--- config.mk ---
export PLATFORM = sky130hd
export DESIGN_NAME = adjacency_matrix_dfs_preorder
export DESIGN_NICKNAME = d
export VERILOG_FILES = /design/src/rtl/core/amdfs_pkg.sv /design/src/rtl/core/adjacency_matrix_dfs_preorder.sv
export SDC_FILE = /design/constraint.sdc
export NUM_CORES = 2
export LEC_CHECK = 0
export BUFFER_PORTS_ARGS = -buffer_cell sky130_fd_sc_hd__buf_4
export CORE_MARGIN = 1.5
export CORE_UTILIZATION = 55
export CTS_BUF_LIST = sky130_fd_sc_hd__clkbuf_8
export DETAILED_ROUTE_END_ITERATION = 10
export MAX_ROUTING_LAYER = met4
export PLACE_DENSITY = 0.71
export SLEW_MARGIN = 10
export SYNTH_ARGS = -nofsm -noshare
export SYNTH_HDL_FRONTEND = slang
export SYNTH_SLANG_ARGS = --single-unit
--- constraint.sdc ---
create_clock -name clk -period 4.6 [get_ports clk]
set_input_delay 0.69 -clock clk [delete_from_list [all_inputs] [get_ports clk]]
set_output_delay 0.69 -clock clk [all_outputs]
set_load 0.01 [all_outputs]
--- src/rtl/core/amdfs_pkg.sv ---
// Shared widths, codes and defaults for the adjacency matrix depth-first search block.
`timescale 1ns / 1ps

package amdfs_pkg;

	localparam int MAX_VERTICES_DEF = 32;

	localparam int KIND_W = 2;
	localparam int VTX_W  = 5;
	localparam int PRE_W  = 5;
	localparam int EDGE_W = 10;
	localparam int VC_W   = 6;

	localparam int APB_ADDR_W = 3;
	localparam int APB_DATA_W = 32;

	typedef logic [KIND_W-1:0] kind_t;

	localparam kind_t KIND_INSERT = 2'd0;
	localparam kind_t KIND_REMOVE = 2'd1;
	localparam kind_t KIND_SEARCH = 2'd2;
	localparam kind_t KIND_CLEAR  = 2'd3;

	localparam logic [APB_ADDR_W-1:0] REG_VERTEX_COUNT_ADDR = 3'h0;
	localparam logic [VC_W-1:0]       VERTEX_COUNT_RESET    = 6'd32;

endpackage

--- src/rtl/core/adjacency_matrix_dfs_preorder.sv ---
// Adjacency matrix store with edge edits and an iterative depth-first preorder search.
`timescale 1ns / 1ps

// Holds an undirected graph as a bit matrix (one memory row per vertex) plus an edge count,
// and takes one item at a time. Insert and remove read and rewrite both endpoint rows, one
// at a time through the matrix memory, then give the result beat; clear and an out-of-range
// edit go straight to the result beat. A search over n live vertices scans one neighbour
// bit a cycle against the visited set; each visit and each return to a parent rereads that
// vertex's row and rescans it from bit 0, so search time is bounded by the matrix read
// port and the bit-serial scan. It then delivers n beats, one per vertex in vertex order,
// each held while the output is stalled. vertex_count is clamped to 1..MAX_VERTICES. The item
// side is ready only while the block is idle; a delivered beat waits in an output register.
module adjacency_matrix_dfs_preorder #(
	parameter int MAX_VERTICES = amdfs_pkg::MAX_VERTICES_DEF
) (
	input  logic                                clk,
	input  logic                                arst_n,
	input  logic                                psel,
	input  logic                                penable,
	input  logic                                pwrite,
	input  logic [amdfs_pkg::APB_ADDR_W-1:0]    paddr,
	input  logic [amdfs_pkg::APB_DATA_W-1:0]    pwdata,
	output logic [amdfs_pkg::APB_DATA_W-1:0]    prdata,
	output logic                                pready,
	input  logic                                item_valid,
	output logic                                item_ready,
	input  logic [amdfs_pkg::KIND_W-1:0]        kind,
	input  logic [amdfs_pkg::VTX_W-1:0]         from_vertex,
	input  logic [amdfs_pkg::VTX_W-1:0]         to_vertex,
	output logic                                result_valid,
	input  logic                                result_ready,
	output logic [amdfs_pkg::VTX_W-1:0]         vertex,
	output logic [amdfs_pkg::PRE_W-1:0]         preorder,
	output logic [amdfs_pkg::EDGE_W-1:0]        edge_count,
	output logic                                bad_vertex,
	output logic                                last
);
	import amdfs_pkg::*;

	localparam int IW = (MAX_VERTICES > 1) ? $clog2(MAX_VERTICES) : 1;
	localparam int CW = $clog2(MAX_VERTICES + 1);

	localparam logic [3:0] S_IDLE    = 4'd0;
	localparam logic [3:0] S_EA_RD   = 4'd1;
	localparam logic [3:0] S_EA_WR   = 4'd2;
	localparam logic [3:0] S_EB_RD   = 4'd3;
	localparam logic [3:0] S_EB_WR   = 4'd4;
	localparam logic [3:0] S_DONE    = 4'd5;
	localparam logic [3:0] S_ROOT    = 4'd6;
	localparam logic [3:0] S_READ    = 4'd7;
	localparam logic [3:0] S_SCAN    = 4'd8;
	localparam logic [3:0] S_POP     = 4'd9;
	localparam logic [3:0] S_RPT_RD  = 4'd10;
	localparam logic [3:0] S_RPT_OUT = 4'd11;

	logic [3:0]              state_q;
	logic [VC_W-1:0]         vertex_count_q;
	kind_t                   kind_q;
	logic [VTX_W-1:0]        a_q;
	logic [VTX_W-1:0]        b_q;
	logic [CW-1:0]           n_q;
	logic                    bad_q;
	logic [EDGE_W-1:0]       edges_q;
	logic [MAX_VERTICES-1:0] row_valid_q;
	logic [MAX_VERTICES-1:0] visited_q;
	logic [PRE_W-1:0]        cnt_q;
	logic [CW-1:0]           root_q;
	logic [CW-1:0]           depth_q;
	logic [IW-1:0]           top_q;
	logic [CW-1:0]           t_q;
	logic [CW-1:0]           v_q;

	logic [MAX_VERTICES-1:0] row_mem [MAX_VERTICES];
	logic [MAX_VERTICES-1:0] row_rd_q;
	logic                    row_vld_q;
	logic [PRE_W-1:0]        order_mem [MAX_VERTICES];
	logic [PRE_W-1:0]        order_rd_q;
	logic [IW-1:0]           stack_mem [MAX_VERTICES];
	logic [IW-1:0]           stack_rd_q;

	logic                    out_valid_q;
	logic [VTX_W-1:0]        vertex_q;
	logic [PRE_W-1:0]        preorder_q;
	logic [EDGE_W-1:0]       edge_count_q;
	logic                    bad_vertex_q;
	logic                    last_q;

	logic                    item_acc;
	logic                    cfg_we;
	logic [CW-1:0]           n_live;
	logic                    in_range;
	logic [IW-1:0]           a_ix;
	logic [IW-1:0]           b_ix;
	logic [IW-1:0]           t_ix;
	logic [IW-1:0]           root_ix;
	logic [MAX_VERTICES-1:0] row_eff;
	logic                    hit;
	logic                    can_push;
	logic                    row_re;
	logic [IW-1:0]           row_raddr;
	logic                    row_we;
	logic [IW-1:0]           row_waddr;
	logic [IW-1:0]           edit_ix;
	logic [MAX_VERTICES-1:0] edit_mask;
	logic [MAX_VERTICES-1:0] row_wdata;
	logic                    visit_en;
	logic [IW-1:0]           visit_ix;
	logic                    stack_re;
	logic [IW-1:0]           stack_raddr;
	logic                    order_re;
	logic                    out_free;
	logic                    out_load;
	logic [VTX_W-1:0]        load_vertex;
	logic [PRE_W-1:0]        load_preorder;
	logic                    load_bad;
	logic                    load_last;

	assign pready   = 1'b1;
	assign cfg_we   = psel && penable && pwrite && (paddr == REG_VERTEX_COUNT_ADDR);
	assign prdata   = (paddr == REG_VERTEX_COUNT_ADDR) ?
		APB_DATA_W'(vertex_count_q) : '0;

	assign item_ready = (state_q == S_IDLE);
	assign item_acc   = item_valid && item_ready;

	always_comb begin
		if (vertex_count_q == '0) begin
			n_live = CW'(1);
		end else if (int'(vertex_count_q) > MAX_VERTICES) begin
			n_live = CW'(MAX_VERTICES);
		end else begin
			n_live = CW'(vertex_count_q);
		end
	end

	assign in_range = (int'(from_vertex) < int'(n_live)) && (int'(to_vertex) < int'(n_live));

	assign a_ix    = IW'(a_q);
	assign b_ix    = IW'(b_q);
	assign t_ix    = IW'(t_q);
	assign root_ix = IW'(root_q);

	assign row_eff  = row_vld_q ? row_rd_q : '0;
	assign hit      = (t_q != n_q) && row_eff[t_ix] && !visited_q[t_ix];
	assign can_push = (depth_q < CW'(MAX_VERTICES));

	assign row_re    = (state_q == S_EA_RD) || (state_q == S_EB_RD) || (state_q == S_READ);
	assign row_raddr = (state_q == S_EA_RD) ? a_ix : ((state_q == S_EB_RD) ? b_ix : top_q);
	assign row_we    = (state_q == S_EA_WR) || (state_q == S_EB_WR);
	assign row_waddr = (state_q == S_EA_WR) ? a_ix : b_ix;
	assign edit_ix   = (state_q == S_EA_WR) ? b_ix : a_ix;
	assign edit_mask = MAX_VERTICES'(1) << edit_ix;
	assign row_wdata = (kind_q == KIND_INSERT) ? (row_eff | edit_mask) : (row_eff & ~edit_mask);

	assign visit_en = ((state_q == S_ROOT) && (root_q != n_q) && !visited_q[root_ix]) ||
		((state_q == S_SCAN) && hit && can_push);
	assign visit_ix = (state_q == S_ROOT) ? root_ix : t_ix;

	assign stack_re    = (state_q == S_SCAN) && !(hit && can_push) && (depth_q > CW'(1));
	assign stack_raddr = IW'(depth_q - CW'(2));
	assign order_re    = (state_q == S_RPT_RD);

	assign out_free = !out_valid_q || result_ready;

	always_comb begin
		out_load      = 1'b0;
		load_vertex   = '0;
		load_preorder = '0;
		load_bad      = 1'b0;
		load_last     = 1'b1;
		case (state_q)
			S_DONE: begin
				out_load = out_free;
				load_bad = bad_q;
			end
			S_RPT_OUT: begin
				out_load      = out_free;
				load_vertex   = VTX_W'(v_q);
				load_preorder = order_rd_q;
				load_last     = (v_q + CW'(1) == n_q);
			end
			default: begin
				out_load = 1'b0;
			end
		endcase
	end

	// matrix, visit order and walk stack memories
	always_ff @(posedge clk) begin
		if (row_we) begin
			row_mem[row_waddr] <= row_wdata;
		end
		if (row_re) begin
			row_rd_q <= row_mem[row_raddr];
		end
	end

	always_ff @(posedge clk) begin
		if (visit_en) begin
			order_mem[visit_ix] <= cnt_q;
		end
		if (order_re) begin
			order_rd_q <= order_mem[IW'(v_q)];
		end
	end

	always_ff @(posedge clk) begin
		if (visit_en) begin
			stack_mem[IW'(depth_q)] <= visit_ix;
		end
		if (stack_re) begin
			stack_rd_q <= stack_mem[stack_raddr];
		end
	end

	always_ff @(posedge clk or negedge arst_n) begin
		if (!arst_n) begin
			vertex_count_q <= VERTEX_COUNT_RESET;
		end else if (cfg_we) begin
			vertex_count_q <= pwdata[VC_W-1:0];
		end
	end

	always_ff @(posedge clk or negedge arst_n) begin
		if (!arst_n) begin
			state_q     <= S_IDLE;
			kind_q      <= KIND_INSERT;
			a_q         <= '0;
			b_q         <= '0;
			n_q         <= CW'(1);
			bad_q       <= 1'b0;
			edges_q     <= '0;
			row_valid_q <= '0;
			row_vld_q   <= 1'b0;
			visited_q   <= '0;
			cnt_q       <= '0;
			root_q      <= '0;
			depth_q     <= '0;
			top_q       <= '0;
			t_q         <= '0;
			v_q         <= '0;
		end else begin
			if (row_re) begin
				row_vld_q <= row_valid_q[row_raddr];
			end
			if (row_we) begin
				row_valid_q[row_waddr] <= 1'b1;
			end
			if (visit_en) begin
				visited_q[visit_ix] <= 1'b1;
				cnt_q               <= cnt_q + PRE_W'(1);
				depth_q             <= depth_q + CW'(1);
				top_q               <= visit_ix;
			end
			case (state_q)
				S_IDLE: begin
					if (item_acc) begin
						kind_q <= kind;
						a_q    <= from_vertex;
						b_q    <= to_vertex;
						n_q    <= n_live;
						bad_q  <= 1'b0;
						case (kind)
							KIND_CLEAR: begin
								row_valid_q <= '0;
								edges_q     <= '0;
								state_q     <= S_DONE;
							end
							KIND_SEARCH: begin
								visited_q <= '0;
								cnt_q     <= '0;
								root_q    <= '0;
								depth_q   <= '0;
								state_q   <= S_ROOT;
							end
							default: begin
								if (in_range) begin
									state_q <= S_EA_RD;
								end else begin
									bad_q   <= 1'b1;
									state_q <= S_DONE;
								end
							end
						endcase
					end
				end
				S_EA_RD: begin
					state_q <= S_EA_WR;
				end
				S_EA_WR: begin
					if ((kind_q == KIND_INSERT) && !row_eff[b_ix]) begin
						edges_q <= edges_q + EDGE_W'(1);
					end else if ((kind_q == KIND_REMOVE) && row_eff[b_ix]) begin
						edges_q <= edges_q - EDGE_W'(1);
					end
					state_q <= S_EB_RD;
				end
				S_EB_RD: begin
					state_q <= S_EB_WR;
				end
				S_EB_WR: begin
					state_q <= S_DONE;
				end
				S_DONE: begin
					if (out_free) begin
						state_q <= S_IDLE;
					end
				end
				S_ROOT: begin
					if (root_q == n_q) begin
						v_q     <= '0;
						state_q <= S_RPT_RD;
					end else if (visited_q[root_ix]) begin
						root_q <= root_q + CW'(1);
					end else begin
						state_q <= S_READ;
					end
				end
				S_READ: begin
					t_q     <= '0;
					state_q <= S_SCAN;
				end
				S_SCAN: begin
					if (hit && can_push) begin
						state_q <= S_READ;
					end else if (hit || (t_q == n_q)) begin
						// drop back to the parent, or start the next tree
						depth_q <= depth_q - CW'(1);
						if (depth_q == CW'(1)) begin
							root_q  <= root_q + CW'(1);
							state_q <= S_ROOT;
						end else begin
							state_q <= S_POP;
						end
					end else begin
						t_q <= t_q + CW'(1);
					end
				end
				S_POP: begin
					top_q   <= stack_rd_q;
					state_q <= S_READ;
				end
				S_RPT_RD: begin
					state_q <= S_RPT_OUT;
				end
				S_RPT_OUT: begin
					if (out_free) begin
						if (v_q + CW'(1) == n_q) begin
							state_q <= S_IDLE;
						end else begin
							v_q     <= v_q + CW'(1);
							state_q <= S_RPT_RD;
						end
					end
				end
				default: begin
					state_q <= S_IDLE;
				end
			endcase
		end
	end

	// output beat register
	always_ff @(posedge clk or negedge arst_n) begin
		if (!arst_n) begin
			out_valid_q <= 1'b0;
		end else if (out_load) begin
			out_valid_q <= 1'b1;
		end else if (result_ready) begin
			out_valid_q <= 1'b0;
		end
	end

	always_ff @(posedge clk) begin
		if (out_load) begin
			vertex_q     <= load_vertex;
			preorder_q   <= load_preorder;
			edge_count_q <= edges_q;
			bad_vertex_q <= load_bad;
			last_q       <= load_last;
		end
	end

	assign result_valid = out_valid_q;
	assign vertex       = vertex_q;
	assign preorder     = preorder_q;
	assign edge_count   = edge_count_q;
	assign bad_vertex   = bad_vertex_q;
	assign last         = last_q;

	a_depth_bounded: assert property (@(posedge clk) disable iff (!arst_n)
		depth_q <= n_q)
		else $error("walk depth beyond live vertex count");

	a_visited_live: assert property (@(posedge clk) disable iff (!arst_n)
		(state_q == S_ROOT || state_q == S_SCAN) |-> ((visited_q >> n_q) == '0))
		else $error("vertex outside live range marked visited");

	a_accept_busy: assert property (@(posedge clk) disable iff (!arst_n)
		item_acc |=> !item_ready)
		else $error("item taken without leaving idle");

	a_report_range: assert property (@(posedge clk) disable iff (!arst_n)
		(state_q == S_RPT_OUT && out_load) |-> (v_q < n_q))
		else $error("reported vertex beyond live range");

endmodule

# --- Word level (Yosys, flattened, before mapping) ---
# Memory sizes are Yosys's and may differ from the RTL's. A register that Yosys moved wholly into a read port is not among the register bits.
# Cells that the tools add are included.
totals:
  ramBits: 1344
  out_inout_bits: 57
  memories: 3
  reg_bits: 161
  inputBits: 54
memory_table:
  columns: ["name", "depth", "width", "read_ports", "rd_clocked_by_memory_dff", "wr", "line", "source"]
  rows:
  - ["row_mem", 32, 32, 1, 1, 1, "adjacency_matrix_dfs_preorder.sv:73", "logic [MAX_VERTICES-1:0] row_mem [MAX_VERTICES];"]
  - ["order_mem", 32, 5, 1, 1, 1, "adjacency_matrix_dfs_preorder.sv:76", "logic [PRE_W-1:0] order_mem [MAX_VERTICES];"]
  - ["stack_mem", 32, 5, 1, 1, 1, "adjacency_matrix_dfs_preorder.sv:78", "logic [IW-1:0] stack_mem [MAX_VERTICES];"]
op_classes:
  n_shift: 1
  bitwise_logic: 5
  reduce_logical: 47
  addsub: 9
  n_mux: 85
  n_eq_ne: 36
  n_lt_le_gt_ge: 13
op_table:
  columns: ["op", "n"]
  rows:
  - ["$mux 32", 10]
  - ["$mux 6", 20]
  - ["$or 32x32->32", 3]
  - ["$mux 5", 11]
  - ["$pmux 4 s12", 1]
  - ["$mux 10", 4]
  - ["$lt 5x6->1 const B", 6]
  - ["$mux 4", 9]
  - ["$pmux 6 s2", 3]
  - ["$and 32x32->32", 1]
  - ["$not 32->32", 1]
  - ["$shl 1x5->32 const A", 1]
  - ["$bmux 1 s5", 5]
  - ["$add 6x1->6 const B", 4]
  - ["$pmux 10 s2", 1]
  - ["$eq 6x6->1", 3]
  - ["$logic_and 1x1->1", 18]
  - ["$pmux 6 s3", 1]
  - ["$eq 4x3->1 const B", 4]
  - ["$eq 4x4->1 const B", 4]
  - ["$mux 1", 16]
  - ["$ne 2x1->1 const B", 7]
  - ["$lt 5x6->1", 2]
  - ["$ne 2x2->1 const B", 6]
  - ["other kinds (34)", 55]

# --- Logic depth before layout (Yosys ltp) ---
logic_depth:
  depth_word: 12
  depth_mapped: 14

# --- Worst setup path before layout ---
# Ideal clock, no wire load.
synth_path:
  path_type: "register -> register"
  start: "register b_q[0] (netlist: b_ix[0])"
  end: "register edges_q[9]"
  required_time_ns: 4.521
  arrival_time_ns: 3.868
  slack_ns: 0.653
  path_stages_with_launch: 15
  n_path_buf: 1
  cell_sequence: "dfrtp_1 > buf_4 > mux4_2 > mux4_2 > mux2_2 > a21o_1 > ha_1 > a21o_1 > a211oi_1 > nor2_1 > nor4_1 > o41a_1 > mux2_2 > nand2_1 > mux2i_1"
synth_between:
  elab_chain_len: 6
  word_cells_on_any_way: 9
synth_lines:
  columns: ["element", "line", "source"]
  rows:
  - ["start, declared", "adjacency_matrix_dfs_preorder.sv:60", "logic [VTX_W-1:0] b_q;"]
  - ["start signal, assigned", "adjacency_matrix_dfs_preorder.sv:260", "b_q <= to_vertex;"]
  - ["$bmux 1 s5 (*)", "adjacency_matrix_dfs_preorder.sv:291, adjacency_matrix_dfs_preorder.sv:293", null]
  - ["$mux 1 (not written as such) (*)", "adjacency_matrix_dfs_preorder.sv:291, adjacency_matrix_dfs_preorder.sv:293", null]
  - ["$logic_not 1->1", "adjacency_matrix_dfs_preorder.sv:291", "if ((kind_q == KIND_INSERT) && !row_eff[b_ix]) begin"]
  - ["$logic_and 1x1->1", "adjacency_matrix_dfs_preorder.sv:291", null]
  - ["$ne 3x1->1 (no source line) or $mux 10 (tied branches)", null, null]
  - ["$reduce_and 4->1 (no source line) or $pmux 10 s2 (tied branches)", null, null]
  - ["end signal, assigned", "adjacency_matrix_dfs_preorder.sv:292", "edges_q <= edges_q + EDGE_W'(1);"]
  - ["end signal, assigned", "adjacency_matrix_dfs_preorder.sv:294", "edges_q <= edges_q - EDGE_W'(1);"]
  - ["end, declared", "adjacency_matrix_dfs_preorder.sv:63", "logic [EDGE_W-1:0] edges_q;"]
# Mark *: on every way between the ends. The rest lies on a longest branch, timed or not. The select of a mux whose other input is x is not followed.
# A chain may end at the register's enable or synchronous reset.

# --- Worst setup path after layout ---
# Ends and elaborated chain as after synthesis.

==> metrics.txt <==
status finished, final reports clean; Setup Buffers After CTS 0; first-pass GRT wire length 220 mm; final setup TNS 0 ns; Clock Latency Late Sink 0.91 ns; Worst slew margin 16.3%; R2R Path End edges_q[9]; clock-pin slew on the worst setup and hold paths 0.06 ns; Tmin final 4.14 ns; TritonCTS Sinks 1547; top-area cell type share of the netlist area 66.8%; Leak 23.9 nW; Die X 342 um; die span in y 342 um; Seq/Total Area, Yosys 72.3%; Arrival @ worst endpoint 4.97 ns; drt pass-1 iters 6; Max Cap Viol 0; die area 117000 sq um; Area growth, synth to finish 12.7%; CP max stage cell mux4_2; initial drt markers 3494; CP Cell Sequence mux4_2 > mux4_2 > mux2_2 > a21o_1 > buf_4 > ha_1 > a211oi_1 > nor2_1 > nor4_1 > o41a_1 > mux2_2 > nand2_1 > mux2i_1; Reg2Reg Depth 13; total global-route track usage 26.6%; Hold Crit Start penable; final worst path period share 90.0%; pwr dens 680 nW/um^2; final setup fails 0; vias in the first global route 33700; RSZ-0062 raised after global routing false; number of synthesized flops with an enable pin 1408; post-synthesis register bit count 1547; Clock Path Buffers 3; nets@finish 3685; core area 114000 sq um; CP Buf/Inv Count 1; Ports 111; largest net degree at the start of global routing 77; Clock Tree Root clkbuf_8; Syn. warnings 0; total power 48.4 mW; most frequent cells after synthesis edfxtp_1, mux4_2, nor2_1, nand2_1, dfrtp_1; Critical Path End Type flip-flop; CTS buffer count 234; Worst IR Drop VDD 0.520 mV; CTS tree yes; Logic pwr share 36.3%; PortBufs 57; mapped cell area 63300 sq um; Netlist cell types 84; CP Max Fanout 9; Clock power frac 22.4%; Setup Skew 0.0577 ns; Crit path max-delay family multiplexers; share of flip-flops with an asynchronous set or reset 8.99%; Slew @ Worst Pin 1.26 ns; Mapped Cells 3340; remaining global-route overflow 0; Antenna Violating Nets Remaining 0; Hold Crit Endpoint vertex_count_q[0]; Avg Cell Area, Syn 18.9 sq um; site row count 124; Net Sw Power 16.7 mW; worst min path class in2reg; top-count cell post-synth edfxtp_1; most area-hungry cell type in the Yosys netlist edfxtp_1; Max Slew Vio Count 0; drt drc 0; Sw Share 34.4%; CP Class reg2reg; fmax 242 MHz; WL per Instance 28.0 um; # fillers 7867; final core area utilization 62.4%; Worst Hold Path Cells 3; Detail Placement HPWL 88.2 mm; CTS H-tree depth 4; max incr delay on CP 0.57 ns; Starting Density 55.4%; WL final 149 mm; Via Count 33100; top cells by area, synth edfxtp_1, mux4_2, dfrtp_1; Power Internal 31.8 mW; Hold WS 0.386 ns; Vias/cell 6.23; initial antenna violation count 2; startpoint class of the critical path flip-flop; share of layout cells above drive strength 1 28.2%; Synth Flop Type edfxtp_1; flop2flop setup slack 0.46 ns; origin of the critical flop-to-flop path b_ix[0]; Reg power frac 41.3%; Final Hold Vio Count 0; WP data required 5.43 ns; GP Congestion 0.925
[worst min-delay path, stage by stage]
cell and delay (ns):
buf_4 0.11, and4_1 0.22, mux2_2 0.24
[layout by cell type, fill, tap and decap left out, drive strengths merged, types with 16 or more instances in the layout]
| cell | netlist | final |
|---|---|---|
| mux2i | 94 | 94 |
| dfrtp | 137 | 137 |
| o21a | 34 | 34 |
| nor3 | 17 | 17 |
| clkinv | 0 | 84 |
| nor2 | 182 | 182 |
| o21ai | 110 | 110 |
| conb | 2 | 27 |
| dlygate4sd3 | 0 | 20 |
| o211ai | 49 | 49 |
| a21oi | 53 | 53 |
| inv | 33 | 116 |
| and2 | 23 | 23 |
| mux4 | 379 | 379 |
| nand2b | 23 | 23 |
| edfxtp | 1408 | 1408 |
| buf | 125 | 199 |
| ha | 28 | 28 |
| xnor2 | 20 | 20 |
| mux2 | 101 | 101 |
| nand3 | 44 | 44 |
| a32o | 16 | 16 |
| nand2 | 165 | 165 |
| clkbuf | 93 | 242 |
| o31ai | 22 | 22 |
[metal layers]
layer / global-route usage [%] / vias to the layer above / share of wire, %
li1: - / 14100 / -
met1: 35.3 / 17300 / 39
met2: 42.5 / 1471 / 50
met3: 4.46 / 272 / 7.4
met4: 8.29 / 0 / 2.7
met5: - / - / 0
[power groups by stage]
stage,registers (mW),logic [mW],clock network [mW]
3_3_place_gp,20.2,17.1,0
3_5_place_dp,20.3,17.5,0
5_1_grt,20.2,18.8,11.6
6_report,20.0,17.6,10.9
4_1_cts,20.0,17.6,11.0
2_1_floorplan,19.6,12.2,0
[logic make-up (layout without fill, tap and decap cells)]
| logic type | Yosys count | after routing | share of synthesized area, % |
|---|---|---|---|
| adders and majority gates | 29 | 29 | 0.585 |
| muxes | 574 | 574 | 16.8 |
| DFF | 1547 | 1547 | 72.3 |
| other | 2 | 29 | 0.0119 |
| and+or+nand+nor | 535 | 535 | 3.98 |
| buffers and inverters | 251 | 677 | 1.90 |
| AOI/OAI and AO/OA | 371 | 371 | 3.95 |
| xor gates and xnor gates | 31 | 31 | 0.453 |
[layout make-up]
| class | instances | area, sq um | share of cell area (%) |
|---|---|---|---|
| Timing Repair Buffer | 219 | 2060 | 2.90 |
| Multi-Input combinational cell | 1567 | 16900 | 23.7 |
| Sequential cell | 1547 | 45800 | 64.2 |
| Tap cell | 1512 | 1890 | 2.65 |
| Antenna cell | 2 | 5.00 | 0.00702 |
| Inverter | 33 | 124 | 0.174 |
| Clock inverter | 183 | 1170 | 1.65 |
| Clock buffer | 242 | 3330 | 4.67 |
[worst max-delay path by stage]
stage,start,endpoint,slack (ns),cells after the start
final,b_ix[0],edges_q[9],0.46,13
after global placement,b_ix[0],edges_q[9],0.28,13
after floorplan,b_ix[0],edges_q[9],0.65,14
after CTS,b_ix[0],edges_q[9],0.27,13
after global routing,b_ix[0],edges_q[9],0.21,13
after detailed placement,b_ix[0],edges_q[9],0.30,13
[what timing repair did]
item                                    CTS  global route
endpoints found under the setup margin    0             1
hold buffers                             20             0
resized for setup                         0             1
hold endpoints to repair                 90             0
[flip-flops by register name (all words and copies together), names as in the netlist, 6 cells and up]
name            cells
row_valid_q        32
root_q              6
edges_q            10
depth_q             6
n_q                 6
vertex_count_q      6
stack_mem         160
edge_count         10
visited_q          32
order_mem         160
row_rd_q           32
row_mem          1024
v_q                 6
t_q                 6
[through the flow]
step	instances	cell area, sq um	worst slack [ns]
2_1_floorplan	3365	63400	0.653
3_3_place_gp	4856	66500	0.284
3_5_place_dp	4856	66500	0.302
4_1_cts	5301	71200	0.269
5_1_grt	5305	71300	0.207
6_report	5305	71300	0.461
Note: power is estimated with default switching activity, not from simulation.
